**src/tkpc_pkg.sv**
```systemverilog
// Shared types, register codes, reset values and event codes of the three-key press classifier.
package tkpc_pkg;

    localparam int COUNT_WIDTH_DEFAULT = 8;
    localparam int PRESS_CLEAR_AT      = 2;
    localparam int CFG_INDEX_WIDTH     = 3;
    localparam int CFG_DATA_WIDTH      = 8;
    localparam int TICK_WIDTH          = 8;
    localparam int SHORT_WIDTH         = 4;

    typedef enum logic [CFG_INDEX_WIDTH-1:0] {
        CFG_LONG_TICKS,
        CFG_REPEAT_TICKS,
        CFG_HOLD_TICKS,
        CFG_SHORT_MAX_TICKS,
        CFG_MIN_PRESS_TICKS,
        CFG_RELEASE_TICKS
    } cfg_index_t;

    typedef logic [1:0] key_event_t;
    localparam key_event_t EV_NONE  = 2'd0;
    localparam key_event_t EV_SHORT = 2'd1;
    localparam key_event_t EV_LONG  = 2'd2;

    typedef struct packed {
        logic [TICK_WIDTH-1:0]  long_ticks;
        logic [TICK_WIDTH-1:0]  repeat_ticks;
        logic [TICK_WIDTH-1:0]  hold_ticks;
        logic [TICK_WIDTH-1:0]  short_max_ticks;
        logic [SHORT_WIDTH-1:0] min_press_ticks;
        logic [SHORT_WIDTH-1:0] release_ticks;
    } tkpc_cfg_t;

    localparam logic [TICK_WIDTH-1:0]  LONG_TICKS_RESET      = 8'd30;
    localparam logic [TICK_WIDTH-1:0]  REPEAT_TICKS_RESET    = 8'd30;
    localparam logic [TICK_WIDTH-1:0]  HOLD_TICKS_RESET      = 8'd200;
    localparam logic [TICK_WIDTH-1:0]  SHORT_MAX_TICKS_RESET = 8'd50;
    localparam logic [SHORT_WIDTH-1:0] MIN_PRESS_TICKS_RESET = 4'd3;
    localparam logic [SHORT_WIDTH-1:0] RELEASE_TICKS_RESET   = 4'd2;

    typedef struct packed {
        logic key_a_level;
        logic key_b_level;
        logic key_c_level;
        logic charging;
        logic battery_low;
    } tkpc_tick_t;

endpackage

```
**src/tkpc_hold_key.sv**
```systemverilog
// Press counter and short/hold classifier for one of the hold-style keys.
module tkpc_hold_key import tkpc_pkg::*; #(
    parameter int COUNT_WIDTH = COUNT_WIDTH_DEFAULT
) (
    input  logic       aclk,
    input  logic       aresetn,
    input  logic       step,
    input  logic       pressed,
    input  tkpc_cfg_t  cfg,
    output key_event_t key_event
);

    localparam logic [COUNT_WIDTH-1:0] COUNT_MAX = '1;
    localparam logic [COUNT_WIDTH-1:0] CLEAR_AT  = COUNT_WIDTH'(PRESS_CLEAR_AT);

    logic [COUNT_WIDTH-1:0] press_count_reg, press_count_next;
    logic [SHORT_WIDTH-1:0] release_count_reg, release_count_next;
    logic [COUNT_WIDTH-1:0] hold_lim, short_lim, min_lim, press_inc;

    always_comb begin
        hold_lim           = COUNT_WIDTH'(cfg.hold_ticks);
        short_lim          = COUNT_WIDTH'(cfg.short_max_ticks);
        min_lim            = COUNT_WIDTH'(cfg.min_press_ticks);
        press_inc          = press_count_reg + COUNT_WIDTH'(1);
        press_count_next   = press_count_reg;
        release_count_next = release_count_reg;
        key_event          = EV_NONE;
        if (pressed) begin
            if (press_count_reg < hold_lim) begin
                press_count_next = press_inc;
                // The hold event fires once; the count then parks above the limit.
                if (press_inc == hold_lim) begin
                    key_event = EV_LONG;
                    if (press_inc < COUNT_MAX) begin
                        press_count_next = press_inc + COUNT_WIDTH'(1);
                    end
                end
            end
            if (press_count_next >= CLEAR_AT) begin
                release_count_next = '0;
            end
        end else if (release_count_reg < cfg.release_ticks) begin
            release_count_next = release_count_reg + SHORT_WIDTH'(1);
        end else begin
            if (press_count_reg >= min_lim && press_count_reg <= short_lim) begin
                key_event = EV_SHORT;
            end
            press_count_next = '0;
        end
    end

    always_ff @(posedge aclk) begin
        if (!aresetn) begin
            press_count_reg   <= '0;
            release_count_reg <= '0;
        end else if (step) begin
            press_count_reg   <= press_count_next;
            release_count_reg <= release_count_next;
        end
    end

endmodule

```
**src/three_key_press_classifier.sv**
```systemverilog
// Top level of the three-key press classifier: input register, key logic and result register.
//
// The block takes one tick request per cycle on the s_ channel while results drain, each
// carrying the three active-low key levels and the charging and low-battery flags, and
// returns exactly one result request per tick on the m_ channel. A tick is held in an
// input register, classified by short combinational logic that updates the small per-key
// counters, and the result lands in an output register; a new tick can be accepted every
// cycle while results drain, and the sustained rate is one tick per cycle, set by the
// single counter update per key per tick. While a result waits downstream, the input register
// takes at most one more tick and then holds s_ready low. Key A reports a short press on a
// qualified release and a long event when its press count reaches long_ticks, repeating
// every repeat_ticks while held. Keys B and C report a short press on a qualified release and
// a single hold event at hold_ticks. Charging suppresses every event; low battery replaces
// any event with a one-tick warning. Configuration registers are written through the cfg_
// channel, which is always ready, and must only be written while no tick is in flight.
module three_key_press_classifier import tkpc_pkg::*; #(
    parameter int COUNT_WIDTH = COUNT_WIDTH_DEFAULT
) (
    input  logic                       aclk,
    input  logic                       aresetn,
    // Configuration write channel.
    input  logic                       cfg_valid,
    output logic                       cfg_ready,
    input  logic [CFG_INDEX_WIDTH-1:0] cfg_index,
    input  logic [CFG_DATA_WIDTH-1:0]  cfg_data,
    // Tick input channel.
    input  logic                       s_valid,
    output logic                       s_ready,
    input  logic                       s_key_a_level,
    input  logic                       s_key_b_level,
    input  logic                       s_key_c_level,
    input  logic                       s_charging,
    input  logic                       s_battery_low,
    // Result channel.
    output logic                       m_valid,
    input  logic                       m_ready,
    output logic [1:0]                 m_key_a_event,
    output logic [1:0]                 m_key_b_event,
    output logic [1:0]                 m_key_c_event,
    output logic                       m_low_battery_warn
);

    localparam logic [COUNT_WIDTH-1:0] COUNT_MAX = '1;
    localparam logic [COUNT_WIDTH-1:0] CLEAR_AT  = COUNT_WIDTH'(PRESS_CLEAR_AT);

    // Configuration registers.
    tkpc_cfg_t cfg_reg, cfg_next;

    always_comb begin
        cfg_next = cfg_reg;
        if (cfg_valid) begin
            unique case (cfg_index_t'(cfg_index))
                CFG_LONG_TICKS:      cfg_next.long_ticks      = cfg_data;
                CFG_REPEAT_TICKS:    cfg_next.repeat_ticks    = cfg_data;
                CFG_HOLD_TICKS:      cfg_next.hold_ticks      = cfg_data;
                CFG_SHORT_MAX_TICKS: cfg_next.short_max_ticks = cfg_data;
                CFG_MIN_PRESS_TICKS: cfg_next.min_press_ticks = cfg_data[SHORT_WIDTH-1:0];
                CFG_RELEASE_TICKS:   cfg_next.release_ticks   = cfg_data[SHORT_WIDTH-1:0];
                default:             cfg_next = cfg_reg;
            endcase
        end
    end

    assign cfg_ready = 1'b1;

    always_ff @(posedge aclk) begin
        if (!aresetn) begin
            cfg_reg.long_ticks      <= LONG_TICKS_RESET;
            cfg_reg.repeat_ticks    <= REPEAT_TICKS_RESET;
            cfg_reg.hold_ticks      <= HOLD_TICKS_RESET;
            cfg_reg.short_max_ticks <= SHORT_MAX_TICKS_RESET;
            cfg_reg.min_press_ticks <= MIN_PRESS_TICKS_RESET;
            cfg_reg.release_ticks   <= RELEASE_TICKS_RESET;
        end else begin
            cfg_reg <= cfg_next;
        end
    end

    // Input register. The tick moves on whenever the result register is empty or being
    // drained, so an empty input register can still take a tick while a result waits.
    tkpc_tick_t tick_reg;
    logic       in_valid_reg;
    logic       out_valid_reg;
    logic       advance;

    assign advance = in_valid_reg && (!out_valid_reg || m_ready);
    assign s_ready = !in_valid_reg || advance;

    always_ff @(posedge aclk) begin
        if (!aresetn) begin
            in_valid_reg <= 1'b0;
        end else if (s_ready) begin
            in_valid_reg <= s_valid;
        end
    end

    always_ff @(posedge aclk) begin
        if (s_valid && s_ready) begin
            tick_reg <= '{key_a_level: s_key_a_level, key_b_level: s_key_b_level,
                          key_c_level: s_key_c_level, charging: s_charging,
                          battery_low: s_battery_low};
        end
    end

    // Key A: short press, long press and auto-repeat.
    logic [COUNT_WIDTH-1:0] a_press_count_reg, a_press_count_next;
    logic [COUNT_WIDTH-1:0] a_repeat_count_reg, a_repeat_count_next;
    logic [SHORT_WIDTH-1:0] a_release_count_reg, a_release_count_next;
    logic [COUNT_WIDTH-1:0] a_long_lim, a_repeat_lim, a_min_lim, a_press_inc, a_repeat_inc;
    key_event_t             a_event;

    always_comb begin
        a_long_lim           = COUNT_WIDTH'(cfg_reg.long_ticks);
        a_repeat_lim         = COUNT_WIDTH'(cfg_reg.repeat_ticks);
        a_min_lim            = COUNT_WIDTH'(cfg_reg.min_press_ticks);
        a_press_inc          = a_press_count_reg + COUNT_WIDTH'(1);
        a_repeat_inc         = a_repeat_count_reg;
        a_press_count_next   = a_press_count_reg;
        a_repeat_count_next  = a_repeat_count_reg;
        a_release_count_next = a_release_count_reg;
        a_event              = EV_NONE;
        if (!tick_reg.key_a_level) begin
            if (a_press_count_reg <= a_long_lim && a_press_count_reg < COUNT_MAX) begin
                // Still counting toward the first long event.
                a_press_count_next = a_press_inc;
                if (a_press_inc == a_long_lim) begin
                    a_event = EV_LONG;
                end
            end else begin
                // Past the long threshold: the repeat counter paces further long events.
                if (a_repeat_count_reg < COUNT_MAX) begin
                    a_repeat_inc = a_repeat_count_reg + COUNT_WIDTH'(1);
                end
                a_repeat_count_next = a_repeat_inc;
                if (a_repeat_inc >= a_repeat_lim) begin
                    a_repeat_count_next = '0;
                    a_event             = EV_LONG;
                end
            end
            if (a_press_count_next >= CLEAR_AT) begin
                a_release_count_next = '0;
            end
        end else if (a_release_count_reg < cfg_reg.release_ticks) begin
            a_release_count_next = a_release_count_reg + SHORT_WIDTH'(1);
        end else begin
            // Qualified release: a press inside the short window reports a short event.
            if (a_press_count_reg >= a_min_lim && a_press_count_reg <= a_long_lim) begin
                a_event = EV_SHORT;
            end
            a_press_count_next  = '0;
            a_repeat_count_next = '0;
        end
    end

    always_ff @(posedge aclk) begin
        if (!aresetn) begin
            a_press_count_reg   <= '0;
            a_repeat_count_reg  <= '0;
            a_release_count_reg <= '0;
        end else if (advance) begin
            a_press_count_reg   <= a_press_count_next;
            a_repeat_count_reg  <= a_repeat_count_next;
            a_release_count_reg <= a_release_count_next;
        end
    end

    // Keys B and C each use their own instance of the short/hold classifier.
    key_event_t b_event, c_event;

    tkpc_hold_key #(
        .COUNT_WIDTH (COUNT_WIDTH)
    ) u_key_b (
        .aclk      (aclk),
        .aresetn   (aresetn),
        .step      (advance),
        .pressed   (!tick_reg.key_b_level),
        .cfg       (cfg_reg),
        .key_event (b_event)
    );

    tkpc_hold_key #(
        .COUNT_WIDTH (COUNT_WIDTH)
    ) u_key_c (
        .aclk      (aclk),
        .aresetn   (aresetn),
        .step      (advance),
        .pressed   (!tick_reg.key_c_level),
        .cfg       (cfg_reg),
        .key_event (c_event)
    );

    // Power gating of events: charging wins over low battery.
    key_event_t a_final, b_final, c_final;
    logic       warn_final;
    logic       any_event;

    always_comb begin
        any_event  = (a_event != EV_NONE) || (b_event != EV_NONE) || (c_event != EV_NONE);
        a_final    = a_event;
        b_final    = b_event;
        c_final    = c_event;
        warn_final = 1'b0;
        if (tick_reg.charging || tick_reg.battery_low) begin
            a_final = EV_NONE;
            b_final = EV_NONE;
            c_final = EV_NONE;
        end
        if (!tick_reg.charging && tick_reg.battery_low && any_event) begin
            warn_final = 1'b1;
        end
    end

    // Result register.
    key_event_t a_out_reg, b_out_reg, c_out_reg;
    logic       warn_out_reg;

    always_ff @(posedge aclk) begin
        if (!aresetn) begin
            out_valid_reg <= 1'b0;
        end else if (advance) begin
            out_valid_reg <= 1'b1;
        end else if (m_ready) begin
            out_valid_reg <= 1'b0;
        end
    end

    always_ff @(posedge aclk) begin
        if (advance) begin
            a_out_reg    <= a_final;
            b_out_reg    <= b_final;
            c_out_reg    <= c_final;
            warn_out_reg <= warn_final;
        end
    end

    assign m_valid            = out_valid_reg;
    assign m_key_a_event      = a_out_reg;
    assign m_key_b_event      = b_out_reg;
    assign m_key_c_event      = c_out_reg;
    assign m_low_battery_warn = warn_out_reg;

    // A warning never travels together with an event.
    assert property (@(posedge aclk) disable iff (!aresetn)
        m_valid && m_low_battery_warn |->
            m_key_a_event == EV_NONE && m_key_b_event == EV_NONE && m_key_c_event == EV_NONE)
        else $error("low battery warning reported together with a key event");

    // No result is presented in the cycle after reset.
    assert property (@(posedge aclk)
        $past(!aresetn) |-> !m_valid)
        else $error("result valid right after reset");

    // A tick that cannot move on stays in the input register unchanged.
    assert property (@(posedge aclk) disable iff (!aresetn)
        in_valid_reg && !advance |=> in_valid_reg && $stable(tick_reg))
        else $error("stalled tick lost from the input register");

    // A short event on key A always clears its press and repeat counts.
    assert property (@(posedge aclk) disable iff (!aresetn)
        advance && a_event == EV_SHORT |=> a_press_count_reg == '0 && a_repeat_count_reg == '0)
        else $error("key A counters not cleared after a short press");

endmodule

```
**config.mk**
```make
export PLATFORM = sky130hd
export DESIGN_NAME = three_key_press_classifier
export DESIGN_NICKNAME = d
export VERILOG_FILES = /design/src/tkpc_pkg.sv /design/src/tkpc_hold_key.sv /design/src/three_key_press_classifier.sv
export SDC_FILE = /design/constraint.sdc
export NUM_CORES = 1
export LEC_CHECK = 0
export BUFFER_PORTS_ARGS = -buffer_cell sky130_fd_sc_hd__buf_4
export CAP_MARGIN = 20
export CORE_MARGIN = 2
export CORE_UTILIZATION = 55
export DETAILED_ROUTE_END_ITERATION = 8
export GPL_ROUTABILITY_DRIVEN = 1
export MAX_ROUTING_LAYER = met4
export PLACE_DENSITY_LB_ADDON = 0.25
export SETUP_SLACK_MARGIN = 0.02
export SLEW_MARGIN = 10
export SYNTH_ARGS = -nofsm -noshare
export SYNTH_HDL_FRONTEND = slang
export SYNTH_SLANG_ARGS = --single-unit
```
**constraint.sdc**
```tcl
create_clock -name aclk -period 3.4 [get_ports aclk]
set_input_delay 0 -clock aclk [delete_from_list [all_inputs] [get_ports aclk]]
set_output_delay 0 -clock aclk [all_outputs]
set_load 0.03 [all_outputs]
```
; ---- After elaboration in Yosys (flattened, before gate mapping)
; Cells that the tools add are included.
[totals]
ff_bits = 98
in_bits = 21
out_inout_bits = 10
elab_cells = 154
[classes]
add_sub_neg = 9
n_lt_le_gt_ge = 19
n_eq_ne = 15
n_mux = 50
n_reduce_logical = 37
[op_table]
columns = cell, n
row1 = 8-bit two-way mux, 22
row2 = "8-bit by 1-bit adder with 8-bit output, second input constant", 6
row3 = 4-bit two-way mux, 9
row4 = "8-bit < comparator, second input constant", 4
row5 = 8-bit == test, 3
row6 = "8-bit by 2-bit >= comparator with 1-bit output, second input constant", 3
row7 = 8-bit by 4-bit >= comparator with 1-bit output, 3
row8 = 8-bit <= comparator, 3
row9 = 2-bit two-way mux, 12
row10 = 2-bit AND reduction, 9
row11 = 8-bit < comparator, 2
row12 = 2-bit nonzero test, 7
row13 = "4-bit by 1-bit adder with 4-bit output, second input constant", 3
row14 = 4-bit < comparator, 3
row15 = 3-bit AND reduction, 4
row16 = 8-bit >= comparator, 1
row17 = 1-bit logical AND, 8
row18 = "2-bit inequality test, second input constant", 4
row19 = 1-bit two-way mux, 7
row20 = "3-bit by 2-bit == test with 1-bit output, second input constant", 2
row21 = "3-bit == test, second input constant", 2
row22 = "2-bit by 1-bit inequality test with 1-bit output, second input constant", 3
row23 = 1-bit logical OR, 5
row24 = "3-bit by 1-bit == test with 1-bit output, second input constant", 1
row25 = other kinds (2), 4

; ---- Logic depth before layout (Yosys ltp)
[depth]
depth_word = 13
ltp_mapped = 15
ltp_nobuf = 15

; ---- By module
; Synthesis repeated with hierarchy kept, for this count alone.
[unflattened]
hier_cells = 970
hier_area_um2 = 7878.8
[modules_own_cells]
columns = mod, instances, cells_each, area_per_inst_um2, seq_area_each_um2
row1 = three_key_press_classifier, 1, 466, 4070.2, 1601.5
row2 = tkpc_hold_key (u_key_c), 1, 248, 1928.1, 240.2
row3 = tkpc_hold_key (u_key_b), 1, 256, 1880.6, 240.2

; ---- Least setup slack after synthesis
; Ideal clock, no wire load.
[synth_path]
path_kind = reg2reg
startpoint = register a_repeat_count_reg[0]
endpoint = register a_repeat_count_reg[0]
setup_ps = 60
t_arrival_ps = 3302
t_required_ps = 3340
setup_slack_ps = 38
path_stages_with_launch = 15
n_path_buf = 0
period_less_slack_ps = 3362
path_cell_list = dfxtp_1 -> ha_1 -> and2_1 -> nand3_1 -> mux2_2 -> ha_1 -> a21o_1 -> a21o_1 -> a21o_1 -> a21o_1 -> a21oi_1 -> o21ai_0 -> nor3_1 -> a21o_1 -> o311a_1
[synth_between]
elab_chain_cells = 8
word_cells_on_any_way = 9
cone_classes = add/sub: 1 / order compare: 2 / mux: 6
[synth_lines]
columns = item, line
row1 = start: declaration, three_key_press_classifier.sv:107  ; logic [COUNT_WIDTH-1:0] a_repeat_count_reg, a_repeat_count_next;
row2 = start signal: assignment, three_key_press_classifier.sv:162  ; a_repeat_count_reg <= a_repeat_count_next;
row3 = 8-bit by 1-bit adder with 8-bit output or 8-bit < comparator (tied branches), "three_key_press_classifier.sv:132, three_key_press_classifier.sv:131"
row4 = 8-bit two-way mux (*), three_key_press_classifier.sv:131  ; if (a_repeat_count_reg < COUNT_MAX) begin
row5 = 8-bit two-way mux (*), three_key_press_classifier.sv:123  ; if (a_press_count_reg <= a_long_lim && a_press_count_reg < COUNT_MAX) begin
row6 = 8-bit two-way mux (*), three_key_press_classifier.sv:122  ; if (!tick_reg.key_a_level) begin
row7 = 8-bit >= comparator, three_key_press_classifier.sv:135  ; if (a_repeat_inc >= a_repeat_lim) begin
row8 = 8-bit two-way mux (*), three_key_press_classifier.sv:135
row9 = 8-bit two-way mux (*), three_key_press_classifier.sv:123
row10 = 8-bit two-way mux (*), three_key_press_classifier.sv:122
; Every way passes the cells marked *; elsewhere a longest branch is shown, timed or not. The select of a mux whose other input is x is not followed.
; A chain may end at the register's enable or synchronous reset.

; ---- Worst setup path in the final report
[layout_path]
startpoint = register u_key_c.press_count_reg[1]
endpoint = register u_key_c.release_count_reg[2]
[layout_between]
elab_chain_cells = 9
word_cells_on_any_way = 12
cone_classes = add/sub: 2 / order compare: 3 / eq/ne: 1 / mux: 4 / reduce/logical: 2
[layout_lines]
columns = item, line
row1 = start: declaration, tkpc_hold_key.sv:16  ; logic [COUNT_WIDTH-1:0] press_count_reg, press_count_next;
row2 = start signal: assignment, tkpc_hold_key.sv:57  ; press_count_reg <= press_count_next;
row3 = 8-bit by 1-bit adder with 8-bit output, tkpc_hold_key.sv:24  ; press_inc = press_count_reg + COUNT_WIDTH'(1);
row4 = 8-bit by 1-bit adder with 8-bit output or 8-bit < comparator (tied branches), "tkpc_hold_key.sv:35, tkpc_hold_key.sv:34"
row5 = 8-bit two-way mux, tkpc_hold_key.sv:34  ; if (press_inc < COUNT_MAX) begin
row6 = 8-bit two-way mux, tkpc_hold_key.sv:32  ; if (press_inc == hold_lim) begin
row7 = 8-bit two-way mux (*), tkpc_hold_key.sv:29  ; if (press_count_reg < hold_lim) begin
row8 = 8-bit two-way mux (*), tkpc_hold_key.sv:28  ; if (pressed) begin
row9 = 8-bit by 2-bit >= comparator with 1-bit output (*), tkpc_hold_key.sv:39  ; if (press_count_next >= CLEAR_AT) begin
row10 = 2-bit nonzero test (no source line) (*), --
row11 = 3-bit AND reduction (no source line) (*), --
row12 = end signal: assignment, tkpc_hold_key.sv:58  ; release_count_reg <= release_count_next;
row13 = end: declaration, tkpc_hold_key.sv:17  ; logic [SHORT_WIDTH-1:0] release_count_reg, release_count_next;
; Marks and branches as above.

==> flow_summary.yaml <==
synthesis:
  synth_edf_count: 12
  synth_fp_nets: 984
  syn-cell-area_um2: 7230
  ys_warn_count: 0
  synth_ff_type: "dfxtp_1"
  async_flop_share_pct: 0
  syn-instance-count: 883
  seq_area_frac_synth_pct: 28.8
  synth_seq_cells: 98
  syn_avg_cell_area_um2: 8.19
  synth_cell_type_count: 74
timing:
  post-route-period-util_pct: 95.8
  finalSetupViolCount: 0
  slew_headroom_pct: 45.3
  drv_slew: 0
  fmax_mhz: 307
  worst_pin_slew_ns: 0.821
  hold_violations: 0
  period_minus_slack_ns: 3.26
  finalWorstSetupSlack_ns: 0.143
  tns_ns: 0
  worst_hold_slack_ns: 0.0807
  finalClockSkew_ns: 0.00771
critical_path:
  crit_arrival_ns: 3.55
  crit_type: "flip-flop to flip-flop"
  start_kind: "flip-flop"
  crit_required_ns: 3.69
  path_max_fanout: 6
  cp-end-kind: "flip-flop"
grt:
  grt.overflow.total: 0
  grt_max_degree: 90
  grt_pass1_wl_mm: 29.8
  grt_antenna_before_repair: 0
  grt_pass1_vias: 5994
  gr-usage-all-layers_pct: 26.8
power:
  p_leak_nw: 3.54
  powerDensity_nw_per_um2: 307
  vdd_ir_drop_max_mv: 0.344
cells_and_area:
  nNetsFinal: 1036
  drive_gt1_share_pct: 11.9
  largest_reg_flops: 20
  num_antenna_cells: 0
  fin_cells: 1112
  syn_to_final_growth_pct: 14.4
  fin_area_um2: 8270
min_path:
  worst_hold_path_type: "primary input to flip-flop"
placement:
  port_buffers: 29
  dpl.hpwl_mm: 13.3
  preCtsSetupSlack_ns: 0.0116
  gp_congestion: 0.927
  dp.cells: 1081
  dpl_cell_area_um2: 7760
drt:
  ant_nets: 0
  vias: 6434
  viasPerCell: 5.79
  drc: 0
  drt_first_pass_iters: 6
  wl_mm: 18.0
  drtIter0Drc: 501
  wl_met2_mm: 8.42
  met3_length_um: 921
  wl_per_cell_um: 16.2
  wl_met1_mm: 8.25
  highest_layer: "met4"
clock_tree:
  clock_latency_ns: 0.36
  post_cts_buffers: 0
  htree_levels: 3
  numCtsBuffers: 9
  cts_sinks: 98
  clock_path_buffers: 2
  clock-root-buffer: "clkbuf_16"
  cts_tree: "yes"
  clkTransAtPathRegs_ns: 0.07
floorplanning:
  ios: 31
  die_w_um: 119
  initial_core_util_pct: 56.9
  die_area_um2: 14100
  die_y_um: 119
  core_area_um2: 12700
  rows: 41
status:
  outcome: "finished, final reports clean"
run:
  max_cap_violations: 0
power by group:
part	total, mW	internal [mW]	leakage [nW]	switching (mW)
registers	1.22	1.19	0.813	0.0236
clock network	1.08	0.596	0.151	0.479
logic	0.250	0.107	2.58	0.142
total	2.54	1.90	3.54	0.645
metal layers:
metal | vias to the layer above | global-route usage, %
li1 | 3248 | -
met1 | 2986 | 35.0
met2 | 170 | 42.9
met3 | 30 | 4.05
met4 | 0 | 7.89
met5 | - | -
kinds of logic after synthesis:
group,after synthesis,share of synthesized area [%]
XOR/XNOR,41,5.35
other,1,0.0518
multiplexers,16,2.25
flip-flops,98,28.8
adder cells (fa/ha/maj),80,13.8
buffers and inverters,90,5.14
AND/OR/NAND/NOR,343,24.1
AO/OA/AOI/OAI,214,20.5
critical path, cell delays in order, from the launching register on:
cell and delay (ns):
dfxtp_1 0.42, ha_1 0.30, nand4_1 0.16, nor4_1 0.34, o221ai_2 0.24, nor2_1 0.21, nand4_1 0.19, a2111oi_2 0.46
buf_4 0.17, nand4b_1 0.11, o31ai_2 0.20, buf_4 0.18, a22oi_1 0.09, nor2b_1 0.12
per-stage QoR:
step	power [mW]	util (%)
final	2.54	65.0
after global routing	2.62	65.0
after CTS	2.55	64.6
after detailed placement	1.47	61.0
after global placement	1.47	61.0
after floorplan	1.39	-
cell type report:
class | count | area, µm²
Clock inverter | 5 | 58.8
Multi-Input combinational cell | 695 | 4830
Clock buffer | 11 | 243
Timing Repair Buffer | 82 | 653
Tap cell | 172 | 215
Inverter | 49 | 184
Fill cell | 1124 | 4450
Sequential cell | 98 | 2080
synth_stat cells (5+ instances only):
cell	count	area share, %
o211ai_1	19	2.0
nor3_1	16	1.1
a21o_1	16	1.7
xor2_1	13	1.6
and3_1	12	1.0
clkbuf_1	25	1.3
nor4_1	8	0.69
a21boi_1	5	0.52
o21ai_1	5	0.35
nor2b_1	46	4.0
nand4_1	12	1.0
buf_2	9	0.62
mux2i_1	14	1.9
o21ai_0	37	2.6
ha_1	80	14
and2_1	11	0.95
nand2_1	110	5.7
nor2_1	48	2.5
dfxtp_1	86	24
a22oi_1	18	1.9
or2_2	5	0.43
o21a_1	13	1.3
a31oi_1	7	0.61
nand2b_1	19	1.6
nor3b_1	5	0.52
edfxtp_1	12	5.0
xnor2_1	26	3.1
a21oi_1	34	2.4
nand3_1	30	2.1
a21boi_0	24	2.5
inv_1	47	2.4
cell usage in the layout (no fill, tap or decap), types with 26 or more instances in the layout:
cell type and count:
nor2b_1 46, dfxtp_1 84, inv_1 47, xnor2_1 26, nor2_1 48, ha_1 79
nand3_1 29, buf_4 67, a21oi_1 34, o21ai_0 36, nand2_1 110
repair_timing:
item / in CTS / in global routing
gates cloned: 0 / 0
endpoints found under the setup margin: 1 / 18
pin swaps: 0 / 0
hold buffers: 15 / 0
endpoints found under the hold margin: 47 / 0
gates resized for setup: 1 / 13
worst paths after layout:
check | cells after the start | slack, ns | from | end
min reg2reg | 2 | 0.47 | cfg_reg[15] | cfg_reg[15]
min | 4 | 0.08 | cfg_index[1] | a_long_lim[5]
max | 13 | 0.14 | u_key_c.press_count_reg[1] | u_key_c.release_count_reg[2]
max reg2reg | 13 | 0.14 | u_key_c.press_count_reg[1] | u_key_c.release_count_reg[2]
No activity file was read; power rests on OpenSTA's default activity.
